===== src/rtl/vpid_pkg.sv =====
`default_nettype none
// ----------------------------------------------------------------------------
// vpid_pkg
// Shared types and constants for the velocity-form PID controller with
// deadband: fixed-point widths, register indexes and inter-stage structs.
// ----------------------------------------------------------------------------
package vpid_pkg;

    // Field widths (Q4.12 errors, Q2.12 drive, Q8.8 gains).
    localparam int ERR_W   = 16;
    localparam int GAIN_W  = 16;
    localparam int TOL_W   = 15;
    localparam int DRIVE_W = 14;
    localparam int MAG_W   = 8;

    // Configuration port widths.
    localparam int CFG_IDX_W  = 8;
    localparam int CFG_DATA_W = 16;

    // Gain sums need two extra bits (kp+ki+kd and kp+2*kd).
    localparam int GSUM_W = GAIN_W + 2;
    // Exact product of an error and a gain sum, Q.20.
    localparam int PROD_W = ERR_W + GSUM_W;
    // Accumulator: three products plus the shifted drive, with headroom.
    localparam int ACC_W  = PROD_W + 4;

    // Plus one in Q4.12, and the same limit in Q.20.
    localparam int ONE_Q12 = 4096;
    localparam logic signed [ACC_W-1:0] ACC_LIM = ACC_W'(ONE_Q12 * 256);
    localparam logic signed [DRIVE_W-1:0] DRIVE_MAX = DRIVE_W'(ONE_Q12);
    localparam logic signed [DRIVE_W-1:0] DRIVE_MIN = DRIVE_W'(-ONE_Q12);

    // Deadband reset value: 0.005 in Q4.12, truncated.
    localparam logic [TOL_W-1:0] TOL_RESET = TOL_W'(20);

    // Configuration register indexes.
    typedef enum logic [CFG_IDX_W-1:0] {
        REG_KP_GAIN  = 8'd0,
        REG_KI_GAIN  = 8'd1,
        REG_KD_GAIN  = 8'd2,
        REG_DEADBAND = 8'd3
    } cfg_reg_t;

    // Current gains and deadband as seen by the datapath.
    typedef struct packed {
        logic signed [GAIN_W-1:0] kp;
        logic signed [GAIN_W-1:0] ki;
        logic signed [GAIN_W-1:0] kd;
        logic        [TOL_W-1:0]  tol;
    } cfg_t;

    // Registered products and the deadband decision for one item.
    typedef struct packed {
        logic signed [PROD_W-1:0] p0;
        logic signed [PROD_W-1:0] p1;
        logic signed [PROD_W-1:0] p2;
        logic                     in_deadband;
    } prod_t;

endpackage : vpid_pkg
`default_nettype wire


===== src/rtl/vpid_cfg.sv =====
`default_nettype none
// ----------------------------------------------------------------------------
// vpid_cfg
// Configuration register file: gains and deadband tolerance, written
// through a valid/ready port. Writes to unknown indexes are dropped.
// ----------------------------------------------------------------------------
module vpid_cfg (
    input  wire                                 aclk,
    input  wire                                 aresetn,
    input  wire                                 cfg_valid,
    input  wire  [vpid_pkg::CFG_IDX_W-1:0]      cfg_index,
    input  wire  [vpid_pkg::CFG_DATA_W-1:0]     cfg_data,
    output vpid_pkg::cfg_t                      cfg_out
);
    import vpid_pkg::*;

    cfg_t cfg_reg;

    // The port is always ready, so a valid write lands at once.
    always_ff @(posedge aclk) begin
        if (!aresetn) begin
            cfg_reg.kp  <= '0;
            cfg_reg.ki  <= '0;
            cfg_reg.kd  <= '0;
            cfg_reg.tol <= TOL_RESET;
        end else if (cfg_valid) begin
            case (cfg_index)
                REG_KP_GAIN:  cfg_reg.kp  <= $signed(cfg_data[GAIN_W-1:0]);
                REG_KI_GAIN:  cfg_reg.ki  <= $signed(cfg_data[GAIN_W-1:0]);
                REG_KD_GAIN:  cfg_reg.kd  <= $signed(cfg_data[GAIN_W-1:0]);
                REG_DEADBAND: cfg_reg.tol <= cfg_data[TOL_W-1:0];
                default: ;
            endcase
        end
    end

    assign cfg_out = cfg_reg;

endmodule : vpid_cfg
`default_nettype wire


===== src/rtl/vpid_mul.sv =====
`default_nettype none
// ----------------------------------------------------------------------------
// vpid_mul
// Product stage: forms the three combined gains, multiplies them by the
// three errors and registers the products with the deadband decision.
// ----------------------------------------------------------------------------
module vpid_mul (
    input  wire                                 aclk,
    input  wire                                 load,
    input  wire  signed [vpid_pkg::ERR_W-1:0]   e0,
    input  wire  signed [vpid_pkg::ERR_W-1:0]   e1,
    input  wire  signed [vpid_pkg::ERR_W-1:0]   e2,
    input  vpid_pkg::cfg_t                      cfg,
    output vpid_pkg::prod_t                     prod
);
    import vpid_pkg::*;

    logic signed [GSUM_W-1:0] g0;
    logic signed [GSUM_W-1:0] g1;
    logic signed [ERR_W:0]    e0_ext;
    logic signed [ERR_W:0]    tol_pos;
    logic signed [ERR_W:0]    tol_neg;
    prod_t                    prod_next;
    prod_t                    prod_reg;

    // Combined gains: kp+ki+kd for e0 and kp+2*kd for e1.
    assign g0 = GSUM_W'(cfg.kp) + GSUM_W'(cfg.ki) + GSUM_W'(cfg.kd);
    assign g1 = GSUM_W'(cfg.kp) + (GSUM_W'(cfg.kd) <<< 1);

    // Deadband: strictly inside the open interval (-tol, tol).
    assign e0_ext  = (ERR_W+1)'(e0);
    assign tol_pos = $signed({{(ERR_W+1-TOL_W){1'b0}}, cfg.tol});
    assign tol_neg = -tol_pos;

    // Exact products in Q.20.
    always_comb begin
        prod_next.p0 = PROD_W'(g0) * PROD_W'(e0);
        prod_next.p1 = PROD_W'(g1) * PROD_W'(e1);
        prod_next.p2 = PROD_W'(cfg.kd) * PROD_W'(e2);
        prod_next.in_deadband = (e0_ext < tol_pos) && (e0_ext > tol_neg);
    end

    always_ff @(posedge aclk) begin
        if (load) begin
            prod_reg <= prod_next;
        end
    end

    assign prod = prod_reg;

endmodule : vpid_mul
`default_nettype wire


===== src/rtl/vpid_acc.sv =====
`default_nettype none
// ----------------------------------------------------------------------------
// vpid_acc
// Accumulate stage: adds the products to the running drive, clamps to
// plus or minus 1.0, applies the deadband and forms direction and duty.
// The drive output register is also the running drive state.
// ----------------------------------------------------------------------------
module vpid_acc (
    input  wire                                     aclk,
    input  wire                                     aresetn,
    input  wire                                     load,
    input  vpid_pkg::prod_t                         prod,
    output logic signed [vpid_pkg::DRIVE_W-1:0]     drive_level,
    output logic                                    reverse_dir,
    output logic        [vpid_pkg::MAG_W-1:0]       drive_magnitude
);
    import vpid_pkg::*;

    logic signed [DRIVE_W-1:0] drive_reg;
    logic signed [DRIVE_W-1:0] drive_next;
    logic                      reverse_reg;
    logic                      reverse_next;
    logic        [MAG_W-1:0]   mag_reg;
    logic        [MAG_W-1:0]   mag_next;
    logic signed [ACC_W-1:0]   acc;
    logic        [DRIVE_W-2:0] abs_drive;
    logic        [DRIVE_W+6:0] scaled;

    // Running drive moved to Q.20 plus the three products.
    assign acc = (ACC_W'(drive_reg) <<< 8) + ACC_W'(prod.p0)
               - ACC_W'(prod.p1) + ACC_W'(prod.p2);

    // Clamp first; the deadband only applies when no clamp happened.
    // The arithmetic shift rounds toward minus infinity.
    always_comb begin
        if (acc > ACC_LIM) begin
            drive_next = DRIVE_MAX;
        end else if (acc < -ACC_LIM) begin
            drive_next = DRIVE_MIN;
        end else if (prod.in_deadband) begin
            drive_next = '0;
        end else begin
            drive_next = acc[DRIVE_W+7:8];
        end
    end

    // Direction flag and duty: (|drive| * 255) >> 12 as a shift and subtract.
    always_comb begin
        reverse_next = !drive_next[DRIVE_W-1];
        abs_drive    = drive_next[DRIVE_W-1] ? (DRIVE_W-1)'(-drive_next)
                                             : drive_next[DRIVE_W-2:0];
        scaled       = {abs_drive, 8'b0} - {8'b0, abs_drive};
        mag_next     = scaled[19:12];
    end

    // Running drive, cleared by reset.
    always_ff @(posedge aclk) begin
        if (!aresetn) begin
            drive_reg <= '0;
        end else if (load) begin
            drive_reg <= drive_next;
        end
    end

    // Remaining result fields.
    always_ff @(posedge aclk) begin
        if (load) begin
            reverse_reg <= reverse_next;
            mag_reg     <= mag_next;
        end
    end

    assign drive_level     = drive_reg;
    assign reverse_dir     = reverse_reg;
    assign drive_magnitude = mag_reg;

endmodule : vpid_acc
`default_nettype wire


===== src/rtl/velocity_pid_with_deadband.sv =====
// An accepted item is loaded into the input register on the accepting edge,
// then moves on into the product register and then the result register.
// Throughput is one item per cycle while m_ready holds; each stage moves on when
// the one after it is empty or moving, so bubbles are taken up while a result waits.
// Reset: synchronous, active low; clears the stage valid bits and the running
// drive, sets gains to zero and the deadband tolerance to 20.
`default_nettype none
// ----------------------------------------------------------------------------
// velocity_pid_with_deadband
// Velocity-form PID controller with deadband in fixed point: three-stage
// valid/ready pipeline around the product and accumulate stages.
// ----------------------------------------------------------------------------
module velocity_pid_with_deadband (
    input  wire                                     aclk,
    input  wire                                     aresetn,
    // Configuration write channel
    input  wire                                     cfg_valid,
    output logic                                    cfg_ready,
    input  wire         [vpid_pkg::CFG_IDX_W-1:0]   cfg_index,
    input  wire         [vpid_pkg::CFG_DATA_W-1:0]  cfg_data,
    // Input item channel
    input  wire                                     s_valid,
    output logic                                    s_ready,
    input  wire  signed [vpid_pkg::ERR_W-1:0]       s_error_now,
    input  wire  signed [vpid_pkg::ERR_W-1:0]       s_error_prev,
    input  wire  signed [vpid_pkg::ERR_W-1:0]       s_error_prev2,
    // Result item channel
    output logic                                    m_valid,
    input  wire                                     m_ready,
    output logic signed [vpid_pkg::DRIVE_W-1:0]     m_drive_level,
    output logic                                    m_reverse_dir,
    output logic        [vpid_pkg::MAG_W-1:0]       m_drive_magnitude
);
    import vpid_pkg::*;

    cfg_t                    cfg;
    prod_t                   prod;
    logic                    in_valid_reg;
    logic                    prod_valid_reg;
    logic                    out_valid_reg;
    logic                    out_free;
    logic                    prod_free;
    logic                    in_free;
    logic                    load_in;
    logic                    load_prod;
    logic                    load_out;
    logic signed [ERR_W-1:0] e0_reg;
    logic signed [ERR_W-1:0] e1_reg;
    logic signed [ERR_W-1:0] e2_reg;

    assign cfg_ready = 1'b1;

    vpid_cfg u_cfg (
        .aclk      (aclk),
        .aresetn   (aresetn),
        .cfg_valid (cfg_valid),
        .cfg_index (cfg_index),
        .cfg_data  (cfg_data),
        .cfg_out   (cfg)
    );

    // A stage can take an item when it is empty or its item moves on.
    assign out_free  = !out_valid_reg  || m_ready;
    assign prod_free = !prod_valid_reg || out_free;
    assign in_free   = !in_valid_reg   || prod_free;

    assign load_in   = s_valid        && in_free;
    assign load_prod = in_valid_reg   && prod_free;
    assign load_out  = prod_valid_reg && out_free;

    assign s_ready   = in_free;
    assign m_valid   = out_valid_reg;

    // Stage valid bits.
    always_ff @(posedge aclk) begin
        if (!aresetn) begin
            in_valid_reg   <= 1'b0;
            prod_valid_reg <= 1'b0;
            out_valid_reg  <= 1'b0;
        end else begin
            if (in_free) begin
                in_valid_reg <= s_valid;
            end
            if (prod_free) begin
                prod_valid_reg <= in_valid_reg;
            end
            if (out_free) begin
                out_valid_reg <= prod_valid_reg;
            end
        end
    end

    // Input register for the three error samples.
    always_ff @(posedge aclk) begin
        if (load_in) begin
            e0_reg <= s_error_now;
            e1_reg <= s_error_prev;
            e2_reg <= s_error_prev2;
        end
    end

    vpid_mul u_mul (
        .aclk (aclk),
        .load (load_prod),
        .e0   (e0_reg),
        .e1   (e1_reg),
        .e2   (e2_reg),
        .cfg  (cfg),
        .prod (prod)
    );

    vpid_acc u_acc (
        .aclk            (aclk),
        .aresetn         (aresetn),
        .load            (load_out),
        .prod            (prod),
        .drive_level     (m_drive_level),
        .reverse_dir     (m_reverse_dir),
        .drive_magnitude (m_drive_magnitude)
    );

    // The drive never leaves plus or minus 1.0.
    a_drive_range: assert property (@(posedge aclk) disable iff (!aresetn)
        m_valid |-> (m_drive_level >= DRIVE_MIN) && (m_drive_level <= DRIVE_MAX))
        else $error("drive level out of range");

    // Direction flag follows the sign of the drive.
    a_dir_sign: assert property (@(posedge aclk) disable iff (!aresetn)
        m_valid |-> (m_reverse_dir == !m_drive_level[DRIVE_W-1]))
        else $error("direction flag does not match drive sign");

    // A zero drive has zero duty.
    a_zero_duty: assert property (@(posedge aclk) disable iff (!aresetn)
        (m_valid && (m_drive_level == '0)) |-> (m_drive_magnitude == '0))
        else $error("nonzero duty for zero drive");

    // Input is refused only when the whole pipeline is full and stalled.
    a_stall_only_full: assert property (@(posedge aclk) disable iff (!aresetn)
        !s_ready |-> (m_valid && !m_ready && in_valid_reg && prod_valid_reg))
        else $error("input refused with room in the pipeline");

endmodule : velocity_pid_with_deadband
`default_nettype wire


===== config.mk =====
export PLATFORM = sky130hd
export DESIGN_NAME = velocity_pid_with_deadband
export DESIGN_NICKNAME = d
export VERILOG_FILES = /design/src/rtl/vpid_pkg.sv /design/src/rtl/vpid_cfg.sv /design/src/rtl/vpid_mul.sv /design/src/rtl/vpid_acc.sv /design/src/rtl/velocity_pid_with_deadband.sv
export SDC_FILE = /design/constraint.sdc
export NUM_CORES = 2
export LEC_CHECK = 0
export ABC_CLOCK_PERIOD_IN_PS = 19100
export BUFFER_PORTS_ARGS = -buffer_cell sky130_fd_sc_hd__buf_4
export CAP_MARGIN = 10
export CELL_PAD_IN_SITES_DETAIL_PLACEMENT = 1
export CELL_PAD_IN_SITES_GLOBAL_PLACEMENT = 1
export CORE_UTILIZATION = 56
export CTS_CLUSTER_DIAMETER = 100
export DETAILED_ROUTE_END_ITERATION = 12
export PLACE_DENSITY_LB_ADDON = 0.1
export SKIP_CTS_REPAIR_TIMING = 1
export SLEW_MARGIN = 20
export SYNTH_ARGS = -nofsm -noshare
export SYNTH_HDL_FRONTEND = slang
export SYNTH_HIERARCHICAL = 1
export SYNTH_SLANG_ARGS = --single-unit

===== constraint.sdc =====
create_clock -name aclk -period 19.1 [get_ports aclk]
set_input_delay 1.91 -clock aclk [delete_from_list [all_inputs] [get_ports aclk]]
set_output_delay 1.91 -clock aclk [all_outputs]
set_load 0.01 [all_outputs]

==> results.sh <==
export IMPL_slew_viol_final=0
export IMPL_holdPathStages=2
export IMPL_synth_edff_count=158
export IMPL_muxShareOfSynthArea_pct=1.89
export IMPL_start_util_pct=57.0
export IMPL_cts_root_buf="clkbuf_16"
export IMPL_synth_compound_area_share_pct=7.77
export IMPL_combPwrFrac_pct=38.8
export IMPL_synth_fp_nets=6474
export IMPL_rows=106
export IMPL_drtIter0Drc=2209
export IMPL_synth_top_family_by_area="adder cells"
export IMPL_irDropWorstVdd_uv=66.5
export IMPL_overflow=0
export IMPL_wl_per_cell_um=24.0
export IMPL_cts_buffer_depth=3
export IMPL_tightest_slew_ns=1.25
export IMPL_avgViaCountPerCell=5.83
export IMPL_synth_cells=5108
export IMPL_grt_setup_unrepaired="no"
export IMPL_dp_cells=6217
export IMPL_htreeDepth=2
export IMPL_worst_path_max_delay_cell="dfxtp_1"
export IMPL_setup_violations=0
export IMPL_switchingPower_mw=0.872
export IMPL_pre_cts_ws_ns=8.85
export IMPL_avgSynthCellArea_um2=9.39
export IMPL_fin_cells=6281
export IMPL_ys_async_sr_fraction_pct=0
export IMPL_die_w_um=295
export IMPL_synthAdderAreaFrac_pct=48.0
export IMPL_synthTopCellsByArea="fa_1 38%, edfxtp_1 9.9%, ha_1 9.6%"
export IMPL_max_clock_freq_ghz=0.0964
export IMPL_seq_area_frac_synth_pct=13.2
export IMPL_first_global_vias=42100
export IMPL_grt_max_degree=77
export IMPL_core_area_mm2=0.0842
export IMPL_synth_distinct_cells=112
export IMPL_r2r_cells=32
export IMPL_cts_made_buffers=34
export IMPL_drc=0
export IMPL_setup_ws_ns=8.72
export IMPL_io_pins=103
export IMPL_setup_worst_path_end_class="flip-flop"
export IMPL_p_leak_nw=24.4
export IMPL_synth_seq_cells=238
export IMPL_final_layout_size_suffix_gt1_share_pct=5.79
export IMPL_fin_nets=6486
export IMPL_vias=36600
export IMPL_synth_area_mm2=0.0480
export IMPL_critical_path_max_stage_delay_ns=0.78
export IMPL_die_area_mm2=0.0868
export IMPL_antenna_left=0
export IMPL_sw_frac_of_total_pct=41.2
export IMPL_yosys_area_share_simple_pct=15.4
export IMPL_hold_class="flip-flop to flip-flop"
export IMPL_outcome="finished, final reports clean"
export IMPL_die_h_um=295
export IMPL_relSlewSlack_pct=16.9
export IMPL_antenna_found_initial=1
export IMPL_grt_pass1_wl_um=237000
export IMPL_fin_crit_sh_pct=54.3
export IMPL_min_period_ns=10.38
export IMPL_io_buffers=101
export IMPL_critPathMaxFanout=23
export IMPL_largest_reg_flops=101
export IMPL_path_class="flip-flop to flip-flop"
export IMPL_cp_required_ns=19.44
export IMPL_first_pass_iters=5
export IMPL_finalHoldViolations=0
export IMPL_synth_top_cell_by_area="fa_1"
export IMPL_setup_tns_final_ns=0
export IMPL_area_growth_pct=6.48
export IMPL_placed_area_mm2=0.0499
export IMPL_fin_skew_ns=0.0349
export IMPL_synth_top_area_share_pct=38.4
export IMPL_p_per_area_mw_per_mm2=41.5
export IMPL_utilization_pct=60.6
export IMPL_startpoint_type="flip-flop"
export IMPL_p_int_mw=1.25
export IMPL_crit_path_frequent_cell="fa_1"
export IMPL_clkLatencyLatePin_ns=0.60
export IMPL_hpwl_um=120000
export IMPL_finalWirelength_um=151000
export IMPL_place_gp_congestion=0.943
export IMPL_max_cap_violations=0
export IMPL_clk_pin_slew_worst_paths_ns=0.05
export IMPL_seqPwrFrac_pct=30.1
export IMPL_yosys_most_used_dff="edfxtp_1"
export IMPL_grt_usage_pct=36.1
export IMPL_ys_warn_count=6
export IMPL_postLayoutCellArea_mm2=0.0511
export IMPL_cp_arrival_ns=10.72
export IMPL_cts_sink_count=238
export IMPL_synthXorXnorAreaFrac_pct=3.06
export IMPL_cts_tree="done"
export IMPL_clkPwrFrac_pct=31.1
[power groups by stage]
stage / Sequential (mW) / Clock [mW] / Combinational [mW]
after global routing: 0.639 / 0.688 / 0.893
after global placement: 0.645 / 0 / 0.774
after floorplan: 0.600 / 0 / 0.578
after detailed placement: 0.647 / 0 / 0.799
after CTS: 0.637 / 0.672 / 0.806
final: 0.638 / 0.659 / 0.823
[logic make-up after synthesis]
kind of cell,count (synthesis)
AOI/OAI and AO/OA,534
xor gates and xnor gates,167
adders and majority gates,1289
buffers and inverters,1325
DFF,238
muxes,87
other,1
and+or+nand+nor,1467
[stage by stage]
step / power, mW / hold slack (ns)
2_1_floorplan: 1.18 / 0.438
5_1_grt: 2.22 / 0.504
3_5_place_dp: 1.45 / 0.459
3_3_place_gp: 1.42 / 0.446
4_1_cts: 2.12 / 0.467
6_report: 2.12 / 0.465
[worst paths after layout]
path	from	end	slack, ns
setup / recovery	u_cfg/cfg_out[16]	u_mul/prod[101]	8.72
hold / removal	u_cfg/cfg_out[13]	u_cfg/cfg_out[13]	0.46
setup reg to reg	u_cfg/cfg_out[16]	u_mul/prod[101]	8.72
hold reg to reg	u_cfg/cfg_out[13]	u_cfg/cfg_out[13]	0.46
[layout by cell type (no fill, tap or decap), types with 24 or more instances in the layout]
master / count
buf_4: 160
xnor2_1: 129
nor2b_1: 29
nand2b_1: 59
clkbuf_16: 39
mux2i_1: 73
o21bai_1: 29
ha_1: 368
a211oi_1: 27
o211ai_1: 24
o21a_1: 34
and3_1: 29
a21o_1: 58
a21oi_1: 128
fa_1: 921
o21ai_0: 80
inv_1: 1139
nor2_1: 124
nand2_1: 641
xor2_1: 25
and2_1: 349
dfxtp_1: 80
edfxtp_1: 158
nand4_1: 28
nand3_1: 52
nor3_1: 52
[critical path, delay by kind of cell (launching register included)]
| kind | cells | cell delay [ns] |
|---|---|---|
| AO/OA/AOI/OAI | 12 | 3.45 |
| XOR/XNOR | 1 | 0.10 |
| flip-flops | 1 | 0.78 |
| adder cells (fa/ha/maj) | 10 | 4.77 |
| buffers and inverters | 6 | 0.75 |
| AND/OR/NAND/NOR | 3 | 0.30 |
[per-layer routing]
| layer | vias to the layer above | track usage [%] | share of wire, % |
|---|---|---|---|
| li1 | 15900 | - | - |
| met1 | 19200 | 44.3 | 39 |
| met2 | 1199 | 61.2 | 49 |
| met3 | 377 | 5.22 | 6.0 |
| met4 | 0 | 20.0 | 5.9 |
| met5 | - | 0 | 0 |
[cell usage after synthesis, drive strengths merged (25+ instances only)]
cell and n:
mux2i 73, inv 1139, fa 921, nand2 641, nor3 56, o21a 34
nand2b 59, ha 368, dfxtp 80, o21bai 29, nand4 29, and2 349
nand3 52, buf 37, and3 29, o21ai 89, a211oi 27, clkbuf 148
nor2b 31, a21oi 132, o211ai 25, a21o 59, nor2 124, xor2 31
xnor2 136, edfxtp 158
[final cells by class]
cell class / instances / area, µm²
multi-input cells: 3545 / 36700
fillers: 9492 / 33100
repair buffers: 161 / 1220
clock inverters: 16 / 135
clock buffers: 46 / 1020
well taps: 1134 / 1420
diodes: 1 / 2.50
flip-flops and latches: 238 / 6350
inverters: 1140 / 4280
Power figures use the tool's default switching activity.
